File: config.mk
export PLATFORM = sky130hd
export DESIGN_NAME = rational_arithmetic_unit
export DESIGN_NICKNAME = d
export VERILOG_FILES = /design/src/rtl/rau_pkg.sv /design/src/rtl/rau_mul.sv /design/src/rtl/rau_red.sv /design/src/rtl/rational_arithmetic_unit.sv
export VERILOG_INCLUDE_DIRS = /design/src /design/src/rtl
export SDC_FILE = /design/constraint.sdc
export NUM_CORES = 2
export LEC_CHECK = 0
export BUFFER_PORTS_ARGS = -buffer_cell sky130_fd_sc_hd__buf_4
export CAP_MARGIN = 40
export CORE_MARGIN = 3
export CORE_UTILIZATION = 25
export DETAILED_ROUTE_END_ITERATION = 16
export PLACE_DENSITY = 0.37
export SKIP_LAST_GASP = 1
export SYNTH_ARGS = -nofsm -noshare
export SYNTH_HDL_FRONTEND = slang
export SYNTH_SLANG_ARGS = --single-unit
File: constraint.sdc
create_clock -name aclk -period 16.8 [get_ports aclk]
set_input_delay 3.36 -clock aclk [delete_from_list [all_inputs] [get_ports aclk]]
set_output_delay 3.36 -clock aclk [all_outputs]
set_load 0.1 [all_outputs]
File: src/rtl/assert_macros.svh
// Assertion macros shared by the RTL of the rational arithmetic unit.
`ifndef ASSERT_MACROS_SVH
`define ASSERT_MACROS_SVH

// Same-cycle implication, checked at every rising edge outside reset.
`define ASSERT_IMPLIES(lbl, clk, rstn, ante, cons, msg) \
    lbl: assert property (@(posedge clk) disable iff (!rstn) (ante) |-> (cons)) \
        else $error(msg);

// Next-cycle implication, checked at every rising edge outside reset.
`define ASSERT_NEXT(lbl, clk, rstn, ante, cons, msg) \
    lbl: assert property (@(posedge clk) disable iff (!rstn) (ante) |=> (cons)) \
        else $error(msg);

`endif

File: src/rtl/rau_pkg.sv
`timescale 1ns / 1ps
`default_nettype none
// Shared constants and codes of the rational arithmetic unit.
package rau_pkg;

    localparam int WORD_BITS_DEF = 32;

    localparam int KIND_W     = 3;
    localparam int FIELD_W    = 32;
    localparam int RES_DEN_W  = 31;
    localparam int STATUS_W   = 2;
    localparam int IN_DATA_W  = 4 * FIELD_W;
    localparam int OUT_DATA_W = FIELD_W + RES_DEN_W + 1;

    localparam logic [KIND_W-1:0] KIND_MAKE  = 3'd0;
    localparam logic [KIND_W-1:0] KIND_ADD   = 3'd1;
    localparam logic [KIND_W-1:0] KIND_MUL   = 3'd2;
    localparam logic [KIND_W-1:0] KIND_DIV   = 3'd3;
    localparam logic [KIND_W-1:0] KIND_RECIP = 3'd4;
    localparam logic [KIND_W-1:0] KIND_EQUAL = 3'd5;

    localparam logic [STATUS_W-1:0] ST_OK        = 2'd0;
    localparam logic [STATUS_W-1:0] ST_ZERO_DEN  = 2'd1;
    localparam logic [STATUS_W-1:0] ST_DIV_ZERO  = 2'd2;
    localparam logic [STATUS_W-1:0] ST_OVERFLOW  = 2'd3;

endpackage

`default_nettype wire

File: src/rtl/rau_mul.sv
`timescale 1ns / 1ps
`default_nettype none
// Registered unsigned multiplier shared by all cross products.
module rau_mul
    import rau_pkg::*;
#(
    parameter int WIDTH = WORD_BITS_DEF
) (
    input  wire logic                 aclk,
    input  wire logic [WIDTH-1:0]     x,
    input  wire logic [WIDTH-1:0]     y,
    output logic      [2*WIDTH-1:0]   p
);

    logic [2*WIDTH-1:0] p_reg;
    logic [2*WIDTH-1:0] p_next;

    assign p_next = x * y;

    always_ff @(posedge aclk) begin
        p_reg <= p_next;
    end

    assign p = p_reg;

endmodule

`default_nettype wire

File: src/rtl/rau_red.sv
`timescale 1ns / 1ps
`default_nettype none
// Reduction unit: binary GCD then two restoring divisions on one subtractor.
module rau_red
    import rau_pkg::*;
#(
    parameter int VAL_W = 2 * WORD_BITS_DEF
) (
    input  wire logic              aclk,
    input  wire logic              aresetn,
    input  wire logic              start,
    input  wire logic [VAL_W-1:0]  n_in,
    input  wire logic [VAL_W-1:0]  d_in,
    output logic                   done,
    output logic      [VAL_W-1:0]  q_num,
    output logic      [VAL_W-1:0]  q_den
);

    localparam int CNT_W = $clog2(VAL_W);

    localparam logic [2:0] PH_IDLE = 3'd0;
    localparam logic [2:0] PH_GCD  = 3'd1;
    localparam logic [2:0] PH_SHL  = 3'd2;
    localparam logic [2:0] PH_DIVN = 3'd3;
    localparam logic [2:0] PH_DIVD = 3'd4;

    logic [2:0]       phase_reg, phase_next;
    logic             done_reg, done_next;
    logic [CNT_W-1:0] cnt_reg, cnt_next;
    logic [VAL_W-1:0] u_reg, u_next;
    logic [VAL_W-1:0] v_reg, v_next;
    logic [VAL_W-1:0] n_reg, n_next;
    logic [VAL_W-1:0] d_reg, d_next;
    logic [VAL_W-1:0] rem_reg, rem_next;
    logic [VAL_W-1:0] quo_reg, quo_next;
    logic [VAL_W-1:0] qn_reg, qn_next;

    logic             u_gt_v;
    logic [VAL_W:0]   sub_a, sub_b;
    logic [VAL_W+1:0] diff;
    logic             borrow;
    logic [VAL_W-1:0] step_quo, step_rem;

    // The one subtractor: big minus small during GCD, trial subtract in division.
    assign u_gt_v = u_reg > v_reg;

    always_comb begin
        if (phase_reg == PH_GCD) begin
            sub_a = u_gt_v ? {1'b0, u_reg} : {1'b0, v_reg};
            sub_b = u_gt_v ? {1'b0, v_reg} : {1'b0, u_reg};
        end else begin
            sub_a = {rem_reg, quo_reg[VAL_W-1]};
            sub_b = {1'b0, u_reg};
        end
    end

    assign diff     = {1'b0, sub_a} - {1'b0, sub_b};
    assign borrow   = diff[VAL_W+1];
    assign step_quo = {quo_reg[VAL_W-2:0], ~borrow};
    assign step_rem = borrow ? sub_a[VAL_W-1:0] : diff[VAL_W-1:0];

    always_comb begin
        phase_next = phase_reg;
        done_next  = 1'b0;
        cnt_next   = cnt_reg;
        u_next     = u_reg;
        v_next     = v_reg;
        n_next     = n_reg;
        d_next     = d_reg;
        rem_next   = rem_reg;
        quo_next   = quo_reg;
        qn_next    = qn_reg;
        unique case (phase_reg)
            PH_IDLE: begin
                if (start) begin
                    n_next   = n_in;
                    d_next   = d_in;
                    u_next   = n_in;
                    v_next   = d_in;
                    cnt_next = '0;
                    if (n_in == '0) begin
                        // Zero numerator reduces to 0/1 at once.
                        qn_next   = '0;
                        quo_next  = VAL_W'(1);
                        done_next = 1'b1;
                    end else begin
                        phase_next = PH_GCD;
                    end
                end
            end
            PH_GCD: begin
                if (u_reg == v_reg) begin
                    phase_next = PH_SHL;
                end else if (!u_reg[0] && !v_reg[0]) begin
                    u_next   = u_reg >> 1;
                    v_next   = v_reg >> 1;
                    cnt_next = cnt_reg + 1'b1;
                end else if (!u_reg[0]) begin
                    u_next = u_reg >> 1;
                end else if (!v_reg[0]) begin
                    v_next = v_reg >> 1;
                end else if (u_gt_v) begin
                    u_next = diff[VAL_W:1];
                end else begin
                    v_next = diff[VAL_W:1];
                end
            end
            PH_SHL: begin
                // Put back the common factors of two, one per cycle.
                if (cnt_reg == '0) begin
                    phase_next = PH_DIVN;
                    quo_next   = n_reg;
                    rem_next   = '0;
                    cnt_next   = CNT_W'(VAL_W - 1);
                end else begin
                    u_next   = u_reg << 1;
                    cnt_next = cnt_reg - 1'b1;
                end
            end
            PH_DIVN: begin
                rem_next = step_rem;
                quo_next = step_quo;
                cnt_next = cnt_reg - 1'b1;
                if (cnt_reg == '0) begin
                    qn_next    = step_quo;
                    quo_next   = d_reg;
                    rem_next   = '0;
                    cnt_next   = CNT_W'(VAL_W - 1);
                    phase_next = PH_DIVD;
                end
            end
            PH_DIVD: begin
                rem_next = step_rem;
                quo_next = step_quo;
                cnt_next = cnt_reg - 1'b1;
                if (cnt_reg == '0) begin
                    done_next  = 1'b1;
                    phase_next = PH_IDLE;
                end
            end
            default: begin
                phase_next = PH_IDLE;
            end
        endcase
    end

    always_ff @(posedge aclk) begin
        if (!aresetn) begin
            phase_reg <= PH_IDLE;
            done_reg  <= 1'b0;
            cnt_reg   <= '0;
        end else begin
            phase_reg <= phase_next;
            done_reg  <= done_next;
            cnt_reg   <= cnt_next;
        end
    end

    always_ff @(posedge aclk) begin
        u_reg   <= u_next;
        v_reg   <= v_next;
        n_reg   <= n_next;
        d_reg   <= d_next;
        rem_reg <= rem_next;
        quo_reg <= quo_next;
        qn_reg  <= qn_next;
    end

    assign done  = done_reg;
    assign q_num = qn_reg;
    assign q_den = quo_reg;

endmodule

`default_nettype wire

File: src/rtl/rational_arithmetic_unit.sv
`timescale 1ns / 1ps
`default_nettype none
// Top level of the rational arithmetic unit: sequencer, operand handling, output register.
//
//  Channel | Direction | Ports                                     | Word carries
//  --------+-----------+-------------------------------------------+-----------------------
//  s_      | in        | s_tvalid, s_tready, s_tdata[127:0], s_tuser | two fractions, kind
//  m_      | out       | m_tvalid, m_tready, m_tdata[63:0], m_tuser  | reduced fraction,
//          |           |                                           | equal flag, status
//
// A rejected word (unused kind, zero denominator, division by zero) goes from S_IDLE straight
// to S_FIN, which writes the output register; an equality test first runs S_MUL0 to S_SUM.
// Make, add, multiply, divide and reciprocal also pass through the reduction unit, whose run
// time is set by the bit-serial GCD and the two restoring divisions that share its
// subtractor. A zero numerator skips the GCD and the divisions in the reduction unit.
// aresetn, sampled on the rising edge of aclk, clears the sequencer and the output valid.
// The next word is accepted while a result waits in the output register; only a second
// finished result waits for the first to be taken.
`include "assert_macros.svh"

module rational_arithmetic_unit
    import rau_pkg::*;
#(
    parameter int WORD_BITS = WORD_BITS_DEF
) (
    input  wire logic                   aclk,
    input  wire logic                   aresetn,
    input  wire logic                   s_tvalid,
    output logic                        s_tready,
    // a_num [31:0], a_den [63:32], b_num [95:64], b_den [127:96]
    input  wire logic [IN_DATA_W-1:0]   s_tdata,
    // kind [2:0]
    input  wire logic [KIND_W-1:0]      s_tuser,
    output logic                        m_tvalid,
    input  wire logic                   m_tready,
    // res_num [31:0], res_den [62:32], equal [63]
    output logic      [OUT_DATA_W-1:0]  m_tdata,
    // status [1:0]
    output logic      [STATUS_W-1:0]    m_tuser
);

    localparam int W  = WORD_BITS;
    localparam int PW = 2 * WORD_BITS;

    localparam logic [PW-1:0] HALF  = PW'(1) << (W - 1);
    localparam logic [W-1:0]  ONE_W = W'(1);

    localparam logic [2:0] S_IDLE = 3'd0;
    localparam logic [2:0] S_MUL0 = 3'd1;
    localparam logic [2:0] S_MUL1 = 3'd2;
    localparam logic [2:0] S_MUL2 = 3'd3;
    localparam logic [2:0] S_SUM  = 3'd4;
    localparam logic [2:0] S_GO   = 3'd5;
    localparam logic [2:0] S_WAIT = 3'd6;
    localparam logic [2:0] S_FIN  = 3'd7;

    // Magnitude of the sign extension of a field's low W bits.
    function automatic logic [W-1:0] mag_of(input logic [FIELD_W-1:0] f);
        logic [W-1:0] low;
        low = f[W-1:0];
        return low[W-1] ? (~low + ONE_W) : low;
    endfunction

    logic [2:0]           state_reg, state_next;
    logic [KIND_W-1:0]    kind_reg, kind_next;
    logic [W-1:0]         an_reg, an_next, ad_reg, ad_next;
    logic [W-1:0]         bn_reg, bn_next, bd_reg, bd_next;
    logic                 an_neg_reg, an_neg_next, ad_neg_reg, ad_neg_next;
    logic                 bn_neg_reg, bn_neg_next, bd_neg_reg, bd_neg_next;
    logic [STATUS_W-1:0]  st_reg, st_next;
    logic                 eq_reg, eq_next;
    logic                 sign_reg, sign_next;
    logic [PW-1:0]        l_reg, l_next, r_reg, r_next;
    logic [PW-1:0]        n_reg, n_next, d_reg, d_next;

    logic                 m_tvalid_reg, m_tvalid_next;
    logic [OUT_DATA_W-1:0] m_tdata_reg, m_tdata_next;
    logic [STATUS_W-1:0]  m_tuser_reg, m_tuser_next;

    logic [W-1:0]         in_an, in_ad, in_bn, in_bd;
    logic                 uses_b;

    logic [W-1:0]         mul_x, mul_y;
    logic [PW-1:0]        prod;

    logic                 l_neg, r_neg, d_neg;
    logic                 l_ne, r_ne, same_sign, l_ge_r;
    logic [PW-1:0]        sum_mag;
    logic                 sum_neg;

    logic                 red_start, red_done;
    logic [PW-1:0]        red_num, red_den;

    logic                 out_neg, ovf, reducing, res_ok, out_free;
    logic [FIELD_W-1:0]   mag_out, num_out;
    logic [STATUS_W-1:0]  status_out;

    assign in_an = mag_of(s_tdata[FIELD_W-1:0]);
    assign in_ad = mag_of(s_tdata[2*FIELD_W-1:FIELD_W]);
    assign in_bn = mag_of(s_tdata[3*FIELD_W-1:2*FIELD_W]);
    assign in_bd = mag_of(s_tdata[4*FIELD_W-1:3*FIELD_W]);
    assign uses_b = (s_tuser == KIND_ADD) || (s_tuser == KIND_MUL) ||
                    (s_tuser == KIND_DIV) || (s_tuser == KIND_EQUAL);

    // Cross products go through the one multiplier in S_MUL0, S_MUL1 and S_MUL2:
    // the numerator term, the second add term, then the denominator.
    always_comb begin
        mul_x = an_reg;
        mul_y = ONE_W;
        unique case (state_reg)
            S_MUL0: begin
                mul_x = (kind_reg == KIND_RECIP) ? ad_reg : an_reg;
                if (kind_reg == KIND_MUL) begin
                    mul_y = bn_reg;
                end else if (kind_reg == KIND_MAKE || kind_reg == KIND_RECIP) begin
                    mul_y = ONE_W;
                end else begin
                    mul_y = bd_reg;
                end
            end
            S_MUL1: begin
                mul_x = bn_reg;
                mul_y = ad_reg;
            end
            S_MUL2: begin
                mul_x = (kind_reg == KIND_RECIP) ? an_reg : ad_reg;
                if (kind_reg == KIND_ADD || kind_reg == KIND_MUL) begin
                    mul_y = bd_reg;
                end else if (kind_reg == KIND_DIV) begin
                    mul_y = bn_reg;
                end else begin
                    mul_y = ONE_W;
                end
            end
            default: begin
                mul_x = an_reg;
                mul_y = ONE_W;
            end
        endcase
    end

    rau_mul #(
        .WIDTH (W)
    ) u_mul (
        .aclk (aclk),
        .x    (mul_x),
        .y    (mul_y),
        .p    (prod)
    );

    // Signs of the three products follow the same operand choice.
    always_comb begin
        unique case (kind_reg)
            KIND_MAKE: begin
                l_neg = an_neg_reg;
                d_neg = ad_neg_reg;
            end
            KIND_MUL: begin
                l_neg = an_neg_reg ^ bn_neg_reg;
                d_neg = ad_neg_reg ^ bd_neg_reg;
            end
            KIND_DIV: begin
                l_neg = an_neg_reg ^ bd_neg_reg;
                d_neg = ad_neg_reg ^ bn_neg_reg;
            end
            KIND_RECIP: begin
                l_neg = ad_neg_reg;
                d_neg = an_neg_reg;
            end
            default: begin
                l_neg = an_neg_reg ^ bd_neg_reg;
                d_neg = ad_neg_reg ^ bd_neg_reg;
            end
        endcase
    end

    assign r_neg     = bn_neg_reg ^ ad_neg_reg;
    assign l_ne      = l_neg && (l_reg != '0);
    assign r_ne      = r_neg && (r_reg != '0);
    assign same_sign = (l_ne == r_ne);
    assign l_ge_r    = l_reg >= r_reg;

    // Signed-magnitude sum of the add terms; other kinds pass the first term on.
    always_comb begin
        if (kind_reg != KIND_ADD) begin
            sum_mag = l_reg;
            sum_neg = l_neg;
        end else if (same_sign) begin
            sum_mag = l_reg + r_reg;
            sum_neg = l_ne;
        end else if (l_ge_r) begin
            sum_mag = l_reg - r_reg;
            sum_neg = l_ne;
        end else begin
            sum_mag = r_reg - l_reg;
            sum_neg = r_ne;
        end
    end

    assign red_start = (state_reg == S_GO);

    rau_red #(
        .VAL_W (PW)
    ) u_red (
        .aclk    (aclk),
        .aresetn (aresetn),
        .start   (red_start),
        .n_in    (n_reg),
        .d_in    (d_reg),
        .done    (red_done),
        .q_num   (red_num),
        .q_den   (red_den)
    );

    // Final range check and formatting of the reduced fraction.
    assign out_neg  = sign_reg && (red_num != '0);
    assign ovf      = (red_den >= HALF) || (out_neg ? (red_num > HALF) : (red_num >= HALF));
    assign reducing = (st_reg == ST_OK) && (kind_reg <= KIND_RECIP);
    assign res_ok   = reducing && !ovf;
    assign mag_out  = FIELD_W'(red_num);
    assign num_out  = out_neg ? (~mag_out + FIELD_W'(1)) : mag_out;
    assign status_out = (st_reg != ST_OK) ? st_reg :
                        ((reducing && ovf) ? ST_OVERFLOW : ST_OK);
    assign out_free = !m_tvalid_reg || m_tready;

    always_comb begin
        state_next    = state_reg;
        kind_next     = kind_reg;
        an_next       = an_reg;
        ad_next       = ad_reg;
        bn_next       = bn_reg;
        bd_next       = bd_reg;
        an_neg_next   = an_neg_reg;
        ad_neg_next   = ad_neg_reg;
        bn_neg_next   = bn_neg_reg;
        bd_neg_next   = bd_neg_reg;
        st_next       = st_reg;
        eq_next       = eq_reg;
        sign_next     = sign_reg;
        l_next        = l_reg;
        r_next        = r_reg;
        n_next        = n_reg;
        d_next        = d_reg;
        m_tvalid_next = m_tvalid_reg && !m_tready;
        m_tdata_next  = m_tdata_reg;
        m_tuser_next  = m_tuser_reg;
        unique case (state_reg)
            S_IDLE: begin
                if (s_tvalid) begin
                    kind_next   = s_tuser;
                    an_next     = in_an;
                    ad_next     = in_ad;
                    bn_next     = in_bn;
                    bd_next     = in_bd;
                    an_neg_next = s_tdata[W-1];
                    ad_neg_next = s_tdata[FIELD_W+W-1];
                    bn_neg_next = s_tdata[2*FIELD_W+W-1];
                    bd_neg_next = s_tdata[3*FIELD_W+W-1];
                    eq_next     = 1'b0;
                    st_next     = ST_OK;
                    if (s_tuser > KIND_EQUAL) begin
                        state_next = S_FIN;
                    end else if (in_ad == '0 || (uses_b && in_bd == '0)) begin
                        st_next    = ST_ZERO_DEN;
                        state_next = S_FIN;
                    end else if ((s_tuser == KIND_DIV && in_bn == '0) ||
                                 (s_tuser == KIND_RECIP && in_an == '0)) begin
                        st_next    = ST_DIV_ZERO;
                        state_next = S_FIN;
                    end else begin
                        state_next = S_MUL0;
                    end
                end
            end
            S_MUL0: begin
                state_next = S_MUL1;
            end
            S_MUL1: begin
                l_next     = prod;
                state_next = S_MUL2;
            end
            S_MUL2: begin
                r_next     = prod;
                state_next = S_SUM;
            end
            S_SUM: begin
                d_next    = prod;
                n_next    = sum_mag;
                sign_next = sum_neg ^ d_neg;
                eq_next   = (kind_reg == KIND_EQUAL) && same_sign && (l_reg == r_reg);
                state_next = (kind_reg == KIND_EQUAL) ? S_FIN : S_GO;
            end
            S_GO: begin
                state_next = S_WAIT;
            end
            S_WAIT: begin
                if (red_done) begin
                    state_next = S_FIN;
                end
            end
            S_FIN: begin
                if (out_free) begin
                    m_tvalid_next = 1'b1;
                    m_tdata_next  = {(st_reg == ST_OK) && eq_reg,
                                     res_ok ? RES_DEN_W'(red_den) : {RES_DEN_W{1'b0}},
                                     res_ok ? num_out : {FIELD_W{1'b0}}};
                    m_tuser_next  = status_out;
                    state_next    = S_IDLE;
                end
            end
            default: begin
                state_next = S_IDLE;
            end
        endcase
    end

    always_ff @(posedge aclk) begin
        if (!aresetn) begin
            state_reg    <= S_IDLE;
            m_tvalid_reg <= 1'b0;
        end else begin
            state_reg    <= state_next;
            m_tvalid_reg <= m_tvalid_next;
        end
    end

    always_ff @(posedge aclk) begin
        kind_reg    <= kind_next;
        an_reg      <= an_next;
        ad_reg      <= ad_next;
        bn_reg      <= bn_next;
        bd_reg      <= bd_next;
        an_neg_reg  <= an_neg_next;
        ad_neg_reg  <= ad_neg_next;
        bn_neg_reg  <= bn_neg_next;
        bd_neg_reg  <= bd_neg_next;
        st_reg      <= st_next;
        eq_reg      <= eq_next;
        sign_reg    <= sign_next;
        l_reg       <= l_next;
        r_reg       <= r_next;
        n_reg       <= n_next;
        d_reg       <= d_next;
        m_tdata_reg <= m_tdata_next;
        m_tuser_reg <= m_tuser_next;
    end

    assign s_tready = (state_reg == S_IDLE);
    assign m_tvalid = m_tvalid_reg;
    assign m_tdata  = m_tdata_reg;
    assign m_tuser  = m_tuser_reg;

    `ASSERT_NEXT(a_busy_after_accept, aclk, aresetn, s_tvalid && s_tready, !s_tready, "word accepted while another is in progress")
    `ASSERT_IMPLIES(a_error_fields_zero, aclk, aresetn, m_tvalid && (m_tuser != ST_OK), m_tdata == '0, "flagged result carries nonzero fields")
    `ASSERT_IMPLIES(a_equal_alone, aclk, aresetn, m_tvalid && m_tdata[OUT_DATA_W-1], (m_tdata[OUT_DATA_W-2:0] == '0) && (m_tuser == ST_OK), "equal flag set beside a fraction or a status")
    `ASSERT_IMPLIES(a_done_when_waiting, aclk, aresetn, red_done, state_reg == S_WAIT, "reduction finished outside its wait state")

endmodule

`default_nettype wire

* Yosys cells after proc, flatten, opt, wreduce, memory -nomap -nowiden
Cells that the tools add are included.
W data, S select, Z words.
** Word-level totals
- Register bits after elaboration :: 987
- Output and inout port bits :: 68
- Word-level logic and storage cells :: 258
** Cells by class
- Add/sub/neg operators :: 11
- Multiply operators :: 1
- Magnitude comparators :: 7
- Equality and inequality tests :: 42
- Multiplexer cells :: 86
- Bitwise operators :: 11
- Reductions and logical operators :: 65
** Operators with widths (count)
- $mux W64 :: 28
- $pmux W64 S3 :: 2
- $mux W32 :: 11
- $pmux W64 S2 :: 2
- $pmux W64 S4 :: 1
- $pmux W32 S3 :: 2
- $reduce_bool A64 Y1 :: 3
- $add A32 B1 Y32 const B :: 5
- $not A32 Y32 :: 5
- $mux W65 :: 2
- $eq A64 B64 Y1 :: 2
- $ge A64 B32 Y1 const B :: 2
- $logic_not A32 Y1 :: 4
- $sub A64 B64 Y64 :: 2
- $sub A65 B65 Y66 :: 1
- $add A64 B64 Y64 :: 1
- $ge A64 B64 Y1 :: 1
- $gt A64 B32 Y1 const B :: 1
- $gt A64 B64 Y1 :: 1
- $logic_not A64 Y1 :: 1
- $mul A32 B32 Y64 :: 1
- $mux W3 :: 12
- $eq A3 B3 Y1 const B :: 9
- $eq A3 B2 Y1 const B :: 8
- 36 further kinds :: 116

* Longest topological paths before layout
- Depth after elaboration :: 11
- Depth in mapped cells :: 41
- Gate-level depth less buffers :: 36

* Cells and area by module
From an unflattened synthesis, not the netlist that was laid out.
** Unflattened totals
- Cell total of the unflattened synthesis :: 10476
- Area, all modules :: 97427.2 um2
** By module, submodules not included
- rational_arithmetic_unit :: times used 1, cells an instance 3889, area an instance 34742.1 um2
- rau_mul :: times used 1, cells an instance 3766, area an instance 34683.3 um2
- rau_red :: times used 1, cells an instance 2821, area an instance 28001.9 um2

* Worst setup path before layout
No wires, ideal clock.
- Path kind :: register -> register
- Start :: register state_reg[1]
- End :: register u_red.d_reg[0] (enable)
- Library setup time :: 929 ps
- Arrival :: 13129 ps
- Data required time :: 15871 ps
- Setup slack :: 2742 ps
- Stages on the path, launching flop included :: 6
- Path through :: dfxtp_1 > clkbuf_1 > clkbuf_1 > buf_1 > nand3b_1 > nor4_1
** On the way
- Longest elaborated chain between the ends :: 2
** RTL lines
- from (decl) :: line rational_arithmetic_unit.sv:64 : logic [2:0] state_reg, state_next;
- from (signal assigned) :: line rational_arithmetic_unit.sv:322 : state_reg <= state_next;
- $eq A3 B3 Y1 :: line rational_arithmetic_unit.sv:200 : assign red_start = (state_reg == S_GO);
- $reduce_and A2 Y1 (no source line)
- to (signal assigned) :: line rau_red.sv:163 : d_reg <= d_next;
- to (decl) :: line rau_red.sv:33 : logic [VAL_W-1:0] d_reg, d_next;
No other way between the ends.
A chain may end at the register's enable or synchronous reset.

* Final worst setup path
- Start :: register state_reg[1]
- End :: register u_mul.p_reg[62], in the netlist u_mul.p[62]
** On the way
- Longest elaborated chain between the ends :: 3
- Elaborated cells on any way between the ends :: 6
- Classes of those cells :: 1 x mul; 3 x eq/ne; 2 x mux
** RTL lines
- $eq A3 B2 Y1 or $eq A3 B1 Y1 (tied branches) :: line rational_arithmetic_unit.sv:110 : unique case (state_reg)
- $pmux W32 S3 :: line rational_arithmetic_unit.sv:110
- $mul A32 B32 Y64 (*) :: line rau_mul.sv:18 : assign p_next = x * y;
- net u_mul.p_next[62] :: line rau_mul.sv:16 : logic [2*WIDTH-1:0] p_next;
- to (signal assigned) :: line rau_mul.sv:21 : p_reg <= p_next;
- to (decl) :: line rau_mul.sv:15 : logic [2*WIDTH-1:0] p_reg;
The timed path passes the listed nets; every way through them passes the cells marked *.

==> flow_summary.yaml <==
finish:
  drive_gt1_share_pct: 7.801
  area_growth_syn_to_layout_pct: 12.63
  final_util_pct: 28.35
  n_fill_cell: 40050
  finalNetCount: 11970
clock_network:
  cts-buffers-inserted: 123
  clk_latency_ns: 0.94
  clock_path_buffers: 4
  cts_sinks: 987
  cts_root_buf: "clkbuf_16"
  cts_setup_buffers: 0
  htreeDepth: 3
  clkTransAtPathRegs_ns: 0.06
  cts_tree: "done"
  cts-resized-gates: 0
  cts_hold_buffers: 0
floorplan:
  die_x_microns: 621.8
  rows: 225
  start_util_pct: 25.17
  die-area_sq_mm: 0.3866
  ios: 203
  core_area_sq_mm: 0.3767
  die_y_microns: 621.8
worst_hold_path:
  hold_end: "u_red.d_reg[19]$_DFFE_PP_"
  hold_depth: 0
  min_from: "d_reg[19]$_DFFE_PP_"
  hold_path.class: "register to register"
drt:
  drtAntennaViolNets: 0
  routed_wl_microns: 418100
  via_count: 78710
  routedWlPerCell_microns: 27.08
  dr.pass1.iters: 8
  drc: 0
  drt-initial-drc-count: 6642
  routed_via_density: 5.098
synthesis:
  ys_warn_count: 0
  yosysMostFrequentCell: "inv_1"
  synthCells: 10340
  netlist_area_sq_mm: 0.09479
  post_synth_num_cell_types: 98
  synthTopCellsByArea: "edfxtp_1 29%, fa_1 19%, ha_1 7.8%"
  ys_seq_area_share_pct: 30.44
  synth_common_cells: "1294 x inv_1, 1264 x nand2_1, 1083 x nor2_1, 909 x edfxtp_1, 900 x fa_1"
  ys.flop_type: "edfxtp_1"
  synth_fa_ha_area_share_pct: 26.79
  synth_top_family_by_area: "adder cells"
  synthSimpleGateAreaFrac_pct: 15.78
  synth_top_area_share_pct: 28.80
  synth_edf_count: 909
  ys_ff_latch: 987
  async_flop_share_pct: 0
  synth-xor-area-share_pct: 3.132
  synth_area_leader_cell: "edfxtp_1"
  syn_nets: 11970
  avgSynthCellArea_sq_um: 9.165
  muxShareOfSynthArea_pct: 1.337
  synth_compound_area_share_pct: 15.09
timing:
  relSlewSlack_pct: 31.05
  finalClockSkew_ns: 0.1414
  setup_viol: 0
  fmax_ghz: 0.08800
  period_share_pct: 67.64
  timing.final.hold_violations: 0
  final_max_slew_viol_count: 0
  worst_pin_slew_ns: 1.034
  grt_setup_unrepaired: "false"
  fin_tns_setup_ns: 0
  min_period_ns: 11.36
global_route:
  top_usage_layer: "met2"
  gr-total-overflow: 0
  grt_use_met2_pct: 35.43
  antenna_found_initial: 20
  grt_pass1_wl_microns: 600300
  global_route.usage.met1_pct: 27.82
  met3_usage_pct: 2.259
  grt_pass1_vias: 81320
  grt.total_usage_pct: 21.07
  grt_max_degree: 132
worst_setup_path:
  critPathTopFamily: "adder cells"
  r2r_end: "u_mul.p[62]$_DFF_P_"
  startpoint_type: "register"
  rr_worst_depth: 34
  crit_fanout: 68
  cp_common_cell: "fa_1"
  critical_path_arrival_ns: 12.13
  critical_path_class: "register to register"
  path_buf_inv: 8
  regToRegSetupSlack_ns: 5.44
  cp.required_ns: 17.56
  critPathMaxStageDelay_ns: 0.75
  crit_slowest_cell: "a221oi_1"
  worstSetupPathDepth: 34
  worst_setup_path_end_kind: "register"
  r2r-start: "state_reg[1]$_SDFFE_PN0P_"
placement:
  place_congestion: 0.9777
  hpwl_microns: 334200
  numPortBuffers: 202
outcome:
  status: "complete, no violations"
flow_run:
  cap_violations: 0
worst max path at each step:
stage                                         start  slack, ns                        to
after floorplan           state_reg[1]$_SDFFE_PN0P_       2.74  u_red.d_reg[0]$_DFFE_PP_
after global placement    state_reg[1]$_SDFFE_PN0P_       5.23       u_mul.p[62]$_DFF_P_
after detailed placement  state_reg[1]$_SDFFE_PN0P_       5.29       u_mul.p[62]$_DFF_P_
after CTS                 state_reg[1]$_SDFFE_PN0P_       5.34       u_mul.p[62]$_DFF_P_
after global routing      state_reg[1]$_SDFFE_PN0P_       4.86       u_mul.p[62]$_DFF_P_
final                     state_reg[1]$_SDFFE_PN0P_       5.44       u_mul.p[62]$_DFF_P_
metal layers:
metal | share of wire (%) | vias to the layer above
met1 | 44 | 40050
li1 | - | 35450
met5 | 0.0067 | -
met4 | 4.3 | 4
met3 | 5.0 | 557
met2 | 47 | 2649
layout by cell type, fill, tap and decap left out, types with 41 or more instances in the layout:
cell type	instances
o21a_1	46
o31ai_1	56
nor2_1	1070
nand3_1	98
a21oi_1	654
xor2_1	84
nand2_1	1263
dfxtp_1	74
nand2b_1	94
a211oi_1	51
a31oi_1	69
nor4_1	115
or3_1	52
clkbuf_16	123
ha_1	590
nor3_1	101
nor3b_1	41
a222oi_1	120
o21bai_1	68
and2_1	57
nor2b_1	53
xnor2_1	253
o211ai_1	56
buf_4	418
edfxtp_1	909
inv_1	1294
and3_1	121
nand4_1	111
a21o_1	155
mux2i_1	85
o21ai_0	561
fa_1	900
a221oi_1	63
layout make-up:
type	count	area, sq um	area share (%)
timing repair buffer	445	3483	3.262
clock buffer	144	3157	2.957
clock inverter	72	691.9	0.6480
antenna	11	27.53	0.02578
tap	4994	6248	5.852
sequential	987	28860	27.03
multi-input combinational	7493	59440	55.67
inverter	1294	4857	4.549
worst register-to-register path, delay by kind of cell (launching register included):
family,cells,cell delay [ns]
compound gates,12,3.74
buf+inv,8,1.72
xor+xnor,1,0.15
fa+ha+maj,9,4.52
flops,1,0.47
simple gates,4,0.71
cell families after synthesis:
| logic type | Yosys count |
|---|---|
| AOI/OAI and AO/OA | 2219 |
| xor gates and xnor gates | 339 |
| muxes | 122 |
| buffers and inverters | 1863 |
| and+or+nand+nor | 3323 |
| DFF | 987 |
| adders and majority gates | 1490 |
through the flow:
| stage | cell area (sq um) | instances | hold slack (ns) | setup slack [ns] |
|---|---|---|---|---|
| after floorplan | 94790 | 10340 | 0.4210 | 2.742 |
| after global placement | 102500 | 15180 | 0.4345 | 5.229 |
| after detailed placement | 102900 | 15210 | 0.4360 | 5.291 |
| after CTS | 106700 | 15430 | 0.4123 | 5.341 |
| after global routing | 106700 | 15430 | 0.4174 | 4.864 |
| final | 106800 | 15440 | 0.4116 | 5.437 |
Power is left out: the tool's default activity adds up to more than one toggle a clock period on the data nets, which glitch-free logic cannot reach.
